[src/sv/cbe_pkg.sv]
// ----------------------------------------------------------------------------
// Critical band energy package
// Field widths, register indexes, opcodes and reset values shared by the
// channel interfaces and the block.
// ----------------------------------------------------------------------------
package cbe_pkg;

  localparam int EDGE_INDEX_W = 6;
  localparam int EDGE_BIN_W   = 15;
  localparam int BAND_INDEX_W = 5;
  localparam int ENERGY_W     = 48;
  localparam int ACC_W        = 64;
  localparam int FFT_LOG2_W   = 4;
  localparam int BAND_COUNT_W = 6;
  localparam int HALF_W       = 16;
  localparam int CFG_INDEX_W  = 2;
  localparam int CFG_DATA_W   = 48;

  localparam logic OPCODE_LOAD = 1'b0;
  localparam logic OPCODE_BIN  = 1'b1;

  localparam logic [CFG_INDEX_W-1:0] REG_FFT_SIZE_LOG2   = 2'd0;
  localparam logic [CFG_INDEX_W-1:0] REG_BAND_COUNT      = 2'd1;
  localparam logic [CFG_INDEX_W-1:0] REG_NOISE_THRESHOLD = 2'd2;

  localparam logic [FFT_LOG2_W-1:0]   FFT_SIZE_LOG2_RESET   = 4'd12;
  localparam logic [BAND_COUNT_W-1:0] BAND_COUNT_RESET      = 6'd25;
  localparam logic [ENERGY_W-1:0]     NOISE_THRESHOLD_RESET = '0;

  localparam logic [EDGE_BIN_W-1:0] BIN_COUNTER_MAX = '1;

endpackage

[src/sv/cbe_if.sv]
// ----------------------------------------------------------------------------
// Critical band energy channel interfaces
// Valid/ready channels for input items, band results and register writes.
// ----------------------------------------------------------------------------
interface cbe_item_if #(parameter int SAMPLE_BITS = 24);
  import cbe_pkg::*;

  logic                          valid;
  logic                          ready;
  logic                          opcode;
  logic [EDGE_INDEX_W-1:0]       edge_index;
  logic [EDGE_BIN_W-1:0]         edge_bin;
  logic signed [SAMPLE_BITS-1:0] bin_real;
  logic signed [SAMPLE_BITS-1:0] bin_imag;
  logic                          frame_end;

  modport source (output valid, opcode, edge_index, edge_bin, bin_real, bin_imag,
                  frame_end, input ready);
  modport sink   (input valid, opcode, edge_index, edge_bin, bin_real, bin_imag,
                  frame_end, output ready);
endinterface

interface cbe_result_if;
  import cbe_pkg::*;

  logic                    valid;
  logic                    ready;
  logic [BAND_INDEX_W-1:0] band_index;
  logic [ENERGY_W-1:0]     band_power;
  logic                    last_band;

  modport source (output valid, band_index, band_power, last_band, input ready);
  modport sink   (input valid, band_index, band_power, last_band, output ready);
endinterface

interface cbe_cfg_if;
  import cbe_pkg::*;

  logic                   valid;
  logic                   ready;
  logic [CFG_INDEX_W-1:0] index;
  logic [CFG_DATA_W-1:0]  data;

  modport source (output valid, index, data, input ready);
  modport sink   (input valid, index, data, output ready);
endinterface

[src/sv/critical_band_energy.sv]
// ----------------------------------------------------------------------------
// Critical band energy
// Sums the power of one spectral frame over loaded critical bands.
// ----------------------------------------------------------------------------
// The item channel carries edge loads and spectral bins. An edge load writes
// the edge memory. A bin is squared and summed; while a band is open, its
// upper edge is read, and a bin at or above it closes and reports the band
// before the next band is checked; else the lower edge is read, and a bin
// within the band and below half the FFT size is added. On the last bin of a
// frame every band still open is reported and the block rearms.
// Each result beat carries a band index, its energy and a last band flag.
// Results go through an output register, so the block keeps working while
// one result waits; it stalls only when a second result is ready before the
// first has been taken.
// Registers are written through the always ready cfg channel. The user must
// write them only while idle between beats; the block does not enforce it.
// Reset restores the register defaults and clears the band accumulator, the
// band pointer and the bin counter. The edge memory is not cleared and must
// be loaded before the first frame.
// ----------------------------------------------------------------------------
module critical_band_energy #(
  parameter int MAX_BANDS   = 32,
  parameter int SAMPLE_BITS = 24
) (
  input logic        clk,
  input logic        rst,
  cbe_item_if.sink   item,
  cbe_result_if.source result,
  cbe_cfg_if.sink    cfg
);
  import cbe_pkg::*;

  localparam int AW   = $clog2(MAX_BANDS + 1);
  localparam int SQ_W = 2 * SAMPLE_BITS;

  typedef enum logic [3:0] {
    S_IDLE, S_SQUARE, S_SUM, S_UP_RD, S_UP_CHK, S_LO_CHK, S_ADD, S_TAIL,
    S_SCALE, S_POST, S_FLUSH
  } state_t;

  state_t state;

  logic [FFT_LOG2_W-1:0]   fft_size_log2;
  logic [BAND_COUNT_W-1:0] band_count;
  logic [ENERGY_W-1:0]     noise_threshold;

  logic [EDGE_BIN_W-1:0] edge_mem [MAX_BANDS+1];
  logic [EDGE_BIN_W-1:0] rd_data;
  logic [AW-1:0]         mem_raddr;
  logic                  mem_we;

  logic [ACC_W-1:0]      acc;
  logic [AW-1:0]         cb;
  logic [EDGE_BIN_W-1:0] bin_counter;
  logic [EDGE_BIN_W-1:0] k;
  logic                  frame_end;
  logic                  flushing;

  logic signed [SAMPLE_BITS-1:0] re;
  logic signed [SAMPLE_BITS-1:0] im;
  logic [SQ_W-1:0]               sq_re;
  logic [SQ_W-1:0]               sq_im;
  logic [ACC_W-1:0]              mag;
  logic [ENERGY_W-1:0]           scaled;

  logic                    ovalid;
  logic [BAND_INDEX_W-1:0] oindex;
  logic [ENERGY_W-1:0]     oenergy;
  logic                    olast;

  logic                   item_acc;
  logic [AW-1:0]          bands;
  logic                   band_open;
  logic [HALF_W-1:0]      half;
  logic [SAMPLE_BITS-1:0] abs_re;
  logic [SAMPLE_BITS-1:0] abs_im;
  logic [ACC_W:0]         acc_sum;
  logic [ACC_W-1:0]       shifted;
  logic                   out_free;
  logic                   load_out;

  assign item.ready  = (state == S_IDLE);
  assign cfg.ready   = 1'b1;
  assign item_acc    = item.valid && item.ready;

  assign result.valid      = ovalid;
  assign result.band_index = oindex;
  assign result.band_power = oenergy;
  assign result.last_band  = olast;

  always_comb begin
    if (int'(band_count) > MAX_BANDS) begin
      bands = AW'(MAX_BANDS);
    end else begin
      bands = AW'(band_count);
    end
    band_open = (cb < bands);
    half      = (HALF_W'(1) << fft_size_log2) >> 1;
    abs_re    = re[SAMPLE_BITS-1] ? SAMPLE_BITS'(-re) : SAMPLE_BITS'(re);
    abs_im    = im[SAMPLE_BITS-1] ? SAMPLE_BITS'(-im) : SAMPLE_BITS'(im);
    acc_sum   = {1'b0, acc} + {1'b0, mag};
    shifted   = acc >> fft_size_log2;
    out_free  = !ovalid || result.ready;
    load_out  = (state == S_POST) && out_free;
    mem_we    = item_acc && (item.opcode == OPCODE_LOAD) &&
                (int'(item.edge_index) <= MAX_BANDS);
    mem_raddr = (state == S_UP_RD) ? AW'(cb + 1'b1) : cb;
  end

  always_ff @(posedge clk) begin
    if (mem_we) begin
      edge_mem[AW'(item.edge_index)] <= item.edge_bin;
    end
    rd_data <= edge_mem[mem_raddr];
  end

  always_ff @(posedge clk) begin
    if (rst) begin
      state           <= S_IDLE;
      fft_size_log2   <= FFT_SIZE_LOG2_RESET;
      band_count      <= BAND_COUNT_RESET;
      noise_threshold <= NOISE_THRESHOLD_RESET;
      acc             <= '0;
      cb              <= '0;
      bin_counter     <= '0;
      flushing        <= 1'b0;
      ovalid          <= 1'b0;
    end else begin
      if (cfg.valid && cfg.ready) begin
        case (cfg.index)
          REG_FFT_SIZE_LOG2:   fft_size_log2   <= cfg.data[FFT_LOG2_W-1:0];
          REG_BAND_COUNT:      band_count      <= cfg.data[BAND_COUNT_W-1:0];
          REG_NOISE_THRESHOLD: noise_threshold <= cfg.data[ENERGY_W-1:0];
          default: ;
        endcase
      end

      if (ovalid && result.ready && !load_out) begin
        ovalid <= 1'b0;
      end

      case (state)
        S_IDLE: begin
          if (item_acc && (item.opcode == OPCODE_BIN)) begin
            re        <= item.bin_real;
            im        <= item.bin_imag;
            frame_end <= item.frame_end;
            k         <= bin_counter;
            state     <= S_SQUARE;
          end
        end
        S_SQUARE: begin
          sq_re <= SQ_W'(abs_re) * SQ_W'(abs_re);
          sq_im <= SQ_W'(abs_im) * SQ_W'(abs_im);
          state <= S_SUM;
        end
        S_SUM: begin
          mag   <= ACC_W'(sq_re) + ACC_W'(sq_im);
          state <= S_UP_RD;
        end
        S_UP_RD: begin
          state <= band_open ? S_UP_CHK : S_TAIL;
        end
        S_UP_CHK: begin
          state <= (k >= rd_data) ? S_SCALE : S_LO_CHK;
        end
        S_LO_CHK: begin
          if ((k >= rd_data) && ({1'b0, k} < half)) begin
            state <= S_ADD;
          end else begin
            state <= S_TAIL;
          end
        end
        S_ADD: begin
          acc   <= acc_sum[ACC_W] ? '1 : acc_sum[ACC_W-1:0];
          state <= S_TAIL;
        end
        S_TAIL: begin
          if (bin_counter != BIN_COUNTER_MAX) begin
            bin_counter <= bin_counter + 1'b1;
          end
          if (frame_end) begin
            flushing <= 1'b1;
            state    <= S_FLUSH;
          end else begin
            state <= S_IDLE;
          end
        end
        S_SCALE: begin
          scaled <= (|shifted[ACC_W-1:ENERGY_W]) ? '1 : shifted[ENERGY_W-1:0];
          state  <= S_POST;
        end
        S_POST: begin
          if (out_free) begin
            ovalid  <= 1'b1;
            oindex  <= BAND_INDEX_W'(cb);
            oenergy <= (scaled < noise_threshold) ? '0 : scaled;
            olast   <= (({1'b0, cb} + 1'b1) == {1'b0, bands});
            acc     <= '0;
            cb      <= cb + 1'b1;
            state   <= flushing ? S_FLUSH : S_UP_RD;
          end
        end
        S_FLUSH: begin
          if (band_open) begin
            state <= S_SCALE;
          end else begin
            acc         <= '0;
            cb          <= '0;
            bin_counter <= '0;
            flushing    <= 1'b0;
            state       <= S_IDLE;
          end
        end
        default: state <= S_IDLE;
      endcase
    end
  end

`ifndef SYNTHESIS
  a_no_overwrite: assert property (@(posedge clk) disable iff (rst)
    load_out |-> (!ovalid || result.ready))
    else $error("result register loaded while a beat is still pending");

  a_band_step: assert property (@(posedge clk) disable iff (rst)
    (cb != $past(cb)) |-> ((cb == AW'($past(cb) + 1'b1)) || (cb == '0)))
    else $error("band pointer moved by more than one band");

  a_no_accept_in_flush: assert property (@(posedge clk) disable iff (rst)
    item.ready |-> !flushing)
    else $error("item accepted during a frame flush");

  a_reset_clear: assert property (@(posedge clk)
    rst |=> ((state == S_IDLE) && (cb == '0) && (acc == '0) && !ovalid))
    else $error("control state not cleared by reset");
`endif

endmodule
[src/flat_wrapper.sv]
// flat-port wrapper written by rule: the top's interface ports become plain ports
module critical_band_energy_flat import cbe_pkg::*;
#(
  parameter int MAX_BANDS   = 32,
  parameter int SAMPLE_BITS = 24
)
  (clk, rst, item_valid, item_opcode, item_edge_index, item_edge_bin, item_bin_real, item_bin_imag, item_frame_end, item_ready, result_valid, result_band_index, result_band_power, result_last_band, result_ready, cfg_valid, cfg_index, cfg_data, cfg_ready);
  cbe_item_if #(.SAMPLE_BITS(SAMPLE_BITS)) item_i ();
  cbe_result_if result_i ();
  cbe_cfg_if cfg_i ();
  input logic clk;
  input logic rst;
  input wire logic [$bits(item_i.valid)-1:0] item_valid;
  input wire logic [$bits(item_i.opcode)-1:0] item_opcode;
  input wire logic [$bits(item_i.edge_index)-1:0] item_edge_index;
  input wire logic [$bits(item_i.edge_bin)-1:0] item_edge_bin;
  input wire logic [$bits(item_i.bin_real)-1:0] item_bin_real;
  input wire logic [$bits(item_i.bin_imag)-1:0] item_bin_imag;
  input wire logic [$bits(item_i.frame_end)-1:0] item_frame_end;
  output wire logic [$bits(item_i.ready)-1:0] item_ready;
  output wire logic [$bits(result_i.valid)-1:0] result_valid;
  output wire logic [$bits(result_i.band_index)-1:0] result_band_index;
  output wire logic [$bits(result_i.band_power)-1:0] result_band_power;
  output wire logic [$bits(result_i.last_band)-1:0] result_last_band;
  input wire logic [$bits(result_i.ready)-1:0] result_ready;
  input wire logic [$bits(cfg_i.valid)-1:0] cfg_valid;
  input wire logic [$bits(cfg_i.index)-1:0] cfg_index;
  input wire logic [$bits(cfg_i.data)-1:0] cfg_data;
  output wire logic [$bits(cfg_i.ready)-1:0] cfg_ready;
  assign item_i.valid = item_valid;
  assign item_i.opcode = item_opcode;
  assign item_i.edge_index = item_edge_index;
  assign item_i.edge_bin = item_edge_bin;
  assign item_i.bin_real = item_bin_real;
  assign item_i.bin_imag = item_bin_imag;
  assign item_i.frame_end = item_frame_end;
  assign item_ready = item_i.ready;
  assign result_valid = result_i.valid;
  assign result_band_index = result_i.band_index;
  assign result_band_power = result_i.band_power;
  assign result_last_band = result_i.last_band;
  assign result_i.ready = result_ready;
  assign cfg_i.valid = cfg_valid;
  assign cfg_i.index = cfg_index;
  assign cfg_i.data = cfg_data;
  assign cfg_ready = cfg_i.ready;
  critical_band_energy #(.MAX_BANDS(MAX_BANDS), .SAMPLE_BITS(SAMPLE_BITS)) u_core (.clk(clk), .rst(rst), .item(item_i), .result(result_i), .cfg(cfg_i));
endmodule
[config.mk]
export PLATFORM = sky130hd
export DESIGN_NAME = critical_band_energy_flat
export DESIGN_NICKNAME = d
export VERILOG_FILES = /design/src/sv/cbe_pkg.sv /design/src/sv/cbe_if.sv /design/src/sv/critical_band_energy.sv /design/src/flat_wrapper.sv
export SDC_FILE = /design/constraint.sdc
export NUM_CORES = 2
export LEC_CHECK = 0
export BUFFER_PORTS_ARGS = -buffer_cell sky130_fd_sc_hd__buf_2
export CORE_MARGIN = 3
export CORE_UTILIZATION = 60
export CTS_BUF_LIST = sky130_fd_sc_hd__clkbuf_16
export DETAILED_ROUTE_END_ITERATION = 10
export PLACE_DENSITY_LB_ADDON = 0.2
export SYNTH_ARGS = -nofsm -noshare
export SYNTH_HDL_FRONTEND = slang
export SYNTH_SLANG_ARGS = --single-unit
[constraint.sdc]
create_clock -name clk -period 11.35 [get_ports clk]
set_input_delay 0.5675 -clock clk [delete_from_list [all_inputs] [get_ports clk]]
set_output_delay 0.5675 -clock clk [all_outputs]
set_load 0.005 [all_outputs]
After elaboration in Yosys (flattened, before gate mapping)
Memories as Yosys holds them, arrays and structs flattened. A register that Yosys moved wholly into a read port is not among the register bits.
Index checks and enable logic that the tools add are counted.
{"block": "word_totals", "output_inout_bits": 57, "input_bits": 126, "wordCells": 120, "reg_bits": 475, "mem_count": 1, "ramBits": 495}
{"block": "op_classes", "n_bitwise": 2, "n_mul": 2, "reduce_logical": 30, "n_shift": 2, "n_addsub": 7, "muxes": 31, "n_eq_ne": 19, "order_cmp": 6}
{"memory": "u_core.edge_mem", "depth": 33, "word_bits": 15, "rd": 1, "rd_clocked_by_memory_dff": 1, "wr": 1, "line": "critical_band_energy.sv:47", "rtl": "logic [EDGE_BIN_W-1:0] edge_mem [MAX_BANDS+1];"}
{"cell": "$mux 64", "n": 3}
{"cell": "$pmux 64 s3", "n": 1}
{"cell": "$mul 24x24->48", "n": 2}
{"cell": "$add 64x64->65", "n": 1}
{"cell": "$shr 64x4->64", "n": 1}
{"cell": "$add 48x48->49", "n": 1}
{"cell": "$lt 48x48->1", "n": 1}
{"cell": "$mux 24", "n": 2}
{"cell": "$neg 24->24", "n": 2}
{"cell": "$pmux 4 s11", "n": 1}
{"cell": "$mux 15", "n": 2}
{"cell": "$pmux 15 s2", "n": 1}
{"cell": "$mux 4", "n": 6}
{"cell": "$mux 6", "n": 4}
{"cell": "$reduce_and 3->1", "n": 6}
{"cell": "$eq 4x3->1 const B", "n": 4}
{"cell": "$reduce_or 16->1", "n": 1}
{"cell": "$shl 1x4->16 const A", "n": 1}
{"cell": "$add 15x1->15 const B", "n": 1}
{"cell": "$ge 15x15->1", "n": 1}
{"cell": "$lt 15x15->1", "n": 1}
{"cell": "$ne 15x15->1 const B", "n": 1}
{"cell": "$reduce_and 2->1", "n": 7}
{"cell": "$eq 4x4->1 const B", "n": 3}
{"cell": "24 further kinds", "n": 45}

Longest topological paths before layout
{"block": "logic_depth", "depth_word": 8, "ltp_mapped": 37, "mapped_depth_nobuf": 34}

Worst setup path after synthesis
OpenSTA, ideal clock, no wires.
{"block": "synth_path", "path_kind": "reg-to-reg", "startpoint": "register u_core.re[4]", "endpoint": "register u_core.sq_re[43] (data pin)", "slack_ns": 1.880, "t_required_ns": 11.085, "arrival_time_ns": 9.205, "stages_incl_launch_ff": 31, "synth_period_minus_slack_ns": 9.470, "n_path_buf": 1, "setup_time_ns": 0.265, "path_cell_list": "edfxtp_1 -> or4_4 -> or3_4 -> or4_4 -> or4_4 -> or3_4 -> and2_1 -> xor2_1 -> clkbuf_1 -> nand2_1 -> fa_1 -> inv_1 -> fa_1 -> fa_1 -> inv_1 -> fa_1 -> inv_1 -> fa_1 -> fa_1 -> fa_1 -> ha_1 -> nand2_1 -> nor3_1 -> a221oi_1 -> nand3_1 -> a31o_2 -> a31o_2 -> a211o_1 -> a21oi_1 -> o21ai_0 -> xor2_1"}
{"block": "synth_between", "elab_chain_cells": 3}
{"item": "from (decl)", "line": "critical_band_energy.sv:59", "rtl": "logic signed [SAMPLE_BITS-1:0] re;"}
{"item": "from (signal assigned)", "line": "critical_band_energy.sv:145", "rtl": "re <= item.bin_real;"}
{"item": "$neg 24->24", "line": "critical_band_energy.sv:99", "rtl": "abs_re = re[SAMPLE_BITS-1] ? SAMPLE_BITS'(-re) : SAMPLE_BITS'(re);"}
{"item": "$mux 24 *", "line": "critical_band_energy.sv:99"}
{"item": "$mul 24x24->48 *", "line": "critical_band_energy.sv:153", "rtl": "sq_re <= SQ_W'(abs_re) * SQ_W'(abs_re);"}
{"item": "to (signal assigned)", "line": "critical_band_energy.sv:153"}
{"item": "to (decl)", "line": "critical_band_energy.sv:61", "rtl": "logic [SQ_W-1:0] sq_re;"}
Mark *: on every way between the ends. The rest lies on a longest branch, timed or not.
A chain may end at the register's enable or synchronous reset.

Final worst setup path
{"block": "layout_path", "startpoint": "register u_core.re[0]", "endpoint": "register u_core.sq_re[43] (data pin)"}
Same word-level chain as after synthesis.

==> impl_metrics.ini <==
[outcome]
status = complete, no violations

[logic_synthesis]
seq_area_frac_synth = 0.354
synth_ff_type = edfxtp_1
synth_simple_gate_area_frac = 0.0900
synth-xor-area-share = 0.0277
synth_enable_flop_cells = 804
synth_top_family_by_area = adder cells
syn-instance-count = 6901
syn_area_per_cell_um2 = 11.2
synthesis.area_mm2 = 0.0774
muxShareOfSynthArea = 0.0751
async_flop_share = 0
synthAdderAreaFrac = 0.304
ys_ff_latch = 968
ys.warnings.count = 0
yosys.cell_types.count = 83
synth_compound_area_frac = 0.0736

[worst_setup_path]
worst-path-buf-inv = 4
cp_common_cell = fa_1
critPathArrivalTime_ns = 11.12
cp-end-kind = flip-flop
start_kind = flip-flop
critPathTopFamily = adder cells
critPathKind = flip-flop to flip-flop
crit_fanout = 16
cpPeakStageDelay_ns = 0.65
worst_path_max_delay_cell = inv_1
critPathRequiredTime_ns = 11.79

[place]
place_hpwl_um = 140000
placed_cells = 8640
port_buffers = 181
gp_congestion = 0.958
placed_area_mm2 = 0.0806

[sta]
fmax_ghz = 0.0936
slew_headroom = 0.174
hold_violations = 0
setup_viol = 0
rsz0062_at_grt = no
final.min_clock_period_ns = 10.68
tightest_slew_ns = 1.23
skew_ns = 0.0631
setup-tns-final_ns = 0
fin_crit_sh = 0.941
slew_viol_final = 0

[route]
drt-total-wl_um = 191000
routedWlPerCell_um = 21.6
drt_first_pass_iters = 7
viasPerCell = 5.86
remaining_drc_errors = 0
first_iter_violations = 3999
vias = 51900
postRouteAntennaNets = 0

[run]
cap_viol_max_count = 0

[global_routing]
antenna_found_initial = 2
grt_overflow = 0
grt_pass1_vias = 53800
grt_usage = 0.294
grt_max_degree = 81
grt_pass1_wl_um = 301000

[cts]
htreeDepth = 3
clk_latency_ns = 0.75
cts_tree = yes
clock-sinks = 968
path_clk_slew_ns = 0.06
cts_root_buffer = clkbuf_16
cts_buffers = 99
cts_resized = 0
cts_max_path_buffers = 3

[floorplan]
io-pin-count = 183
fp-row-count = 131
start_util = 0.606
core_mm2 = 0.128
dieArea_mm2 = 0.133
die_y_um = 365
chipWidth_um = 365

[cells_and_area]
fillerInstances = 9689
finalInstanceArea_mm2 = 0.0842
nNetsFinal = 8600
syn_to_final_growth_pct = 8.72
finalNonFillerCells = 8852
layout_commonest_cell = inv_1
layout_common_cells = inv_1 (1322), fa_1 (850), edfxtp_1 (804)
layout-drive-gt1-share = 0.101

[hold_path]
holdCritPathClass = primary input to flip-flop
## final cells by class
type	instances	area (µm²)	share of cell area
clock inverters	88	873	0.0104
multi-input cells	4418	44500	0.528
well taps	1662	2080	0.0247
repair buffers	306	1910	0.0227
inverters	1310	4920	0.0584
clock buffers	99	2480	0.0294
flip-flops and latches	968	27400	0.326
diodes	1	2.50	0.0000297
## registers in the layout (all words and copies together) (netlist names), 24 cells and up
| name | flops |
|---|---|
| u_core.sq_im | 47 |
| u_core.result.band_power | 48 |
| u_core.re | 24 |
| u_core.mag | 49 |
| u_core.noise_threshold | 48 |
| u_core.sq_re | 47 |
| u_core.acc | 64 |
| u_core.edge_mem | 495 |
| u_core.im | 24 |
| u_core.scaled | 48 |
## Yosys cell counts, types with 42 or more instances
library cell  count  area (µm²)
a21o_1          143        1070
a21oi_1         330        1650
and2_1           60         375
clkbuf_1        198         743
dfxtp_1         164        3280
edfxtp_1        804       24100
fa_1            850       17000
ha_1            521        6520
inv_1          1296        4860
mux2i_1          99         991
mux4_2          200        4500
nand2_1         603        2260
nand3_1          74         370
nor2_1          454        1700
nor2b_1          46         288
nor3_1           68         340
o21a_1           42         315
o21ai_0         143         716
xnor2_1         144        1260
xor2_1           97         850
## repair_timing
action | 4_1_cts | 5_1_grt
hold buffers | 24 | 0
buffers inserted | 0 | 0
endpoints found under the hold margin | 24 | 0
## metrics by stage
stage	hold slack [ns]	utilization	worst slack [ns]
finish	0.0522	0.658	0.671
global route	0.0382	0.658	0.245
CTS	0.000781	0.658	0.756
detailed placement	0.447	0.630	0.765
global placement	0.442	0.630	1.09
floorplan	0.424	-	1.88
## path summary, 6_finish.rpt
check	slack (ns)	endpoint	from	cells after the start
worst max register to register	0.67	u_core.sq_re[43]$_DFFE_PP_	u_core.re[0]$_DFFE_PP_	29
worst min register to register	0.46	u_core.noise_threshold[8]$_SDFFE_PP0P_	u_core.noise_threshold[8]$_SDFFE_PP0P_	2
worst max-delay path	0.67	u_core.sq_re[43]$_DFFE_PP_	u_core.re[0]$_DFFE_PP_	29
worst min-delay path	0.05	u_core.re[8]$_DFFE_PP_	item_bin_real[8]	1
## cell families (layout without fill, tap and decap cells)
group                    after synthesis  after routing
buffers and inverters               1548           1803
AND/OR/NAND/NOR                     1543           1543
adder cells (fa/ha/maj)             1371           1371
flip-flops                           968            968
AO/OA/AOI/OAI                        899            899
multiplexers                         327            327
XOR/XNOR                             243            243
other                                  2             36
## per-layer routing
layer  global-route usage  vias up  share of wire
li1                     -    23500              -
met1                0.391    26000           0.40
met2                0.496     1966           0.49
met3               0.0375      402          0.068
met4                0.118        2          0.043
met5                    0        -        0.00010
Power is left out: the tool's default activity adds up to more than one toggle a clock period on the data nets, which glitch-free logic cannot reach.
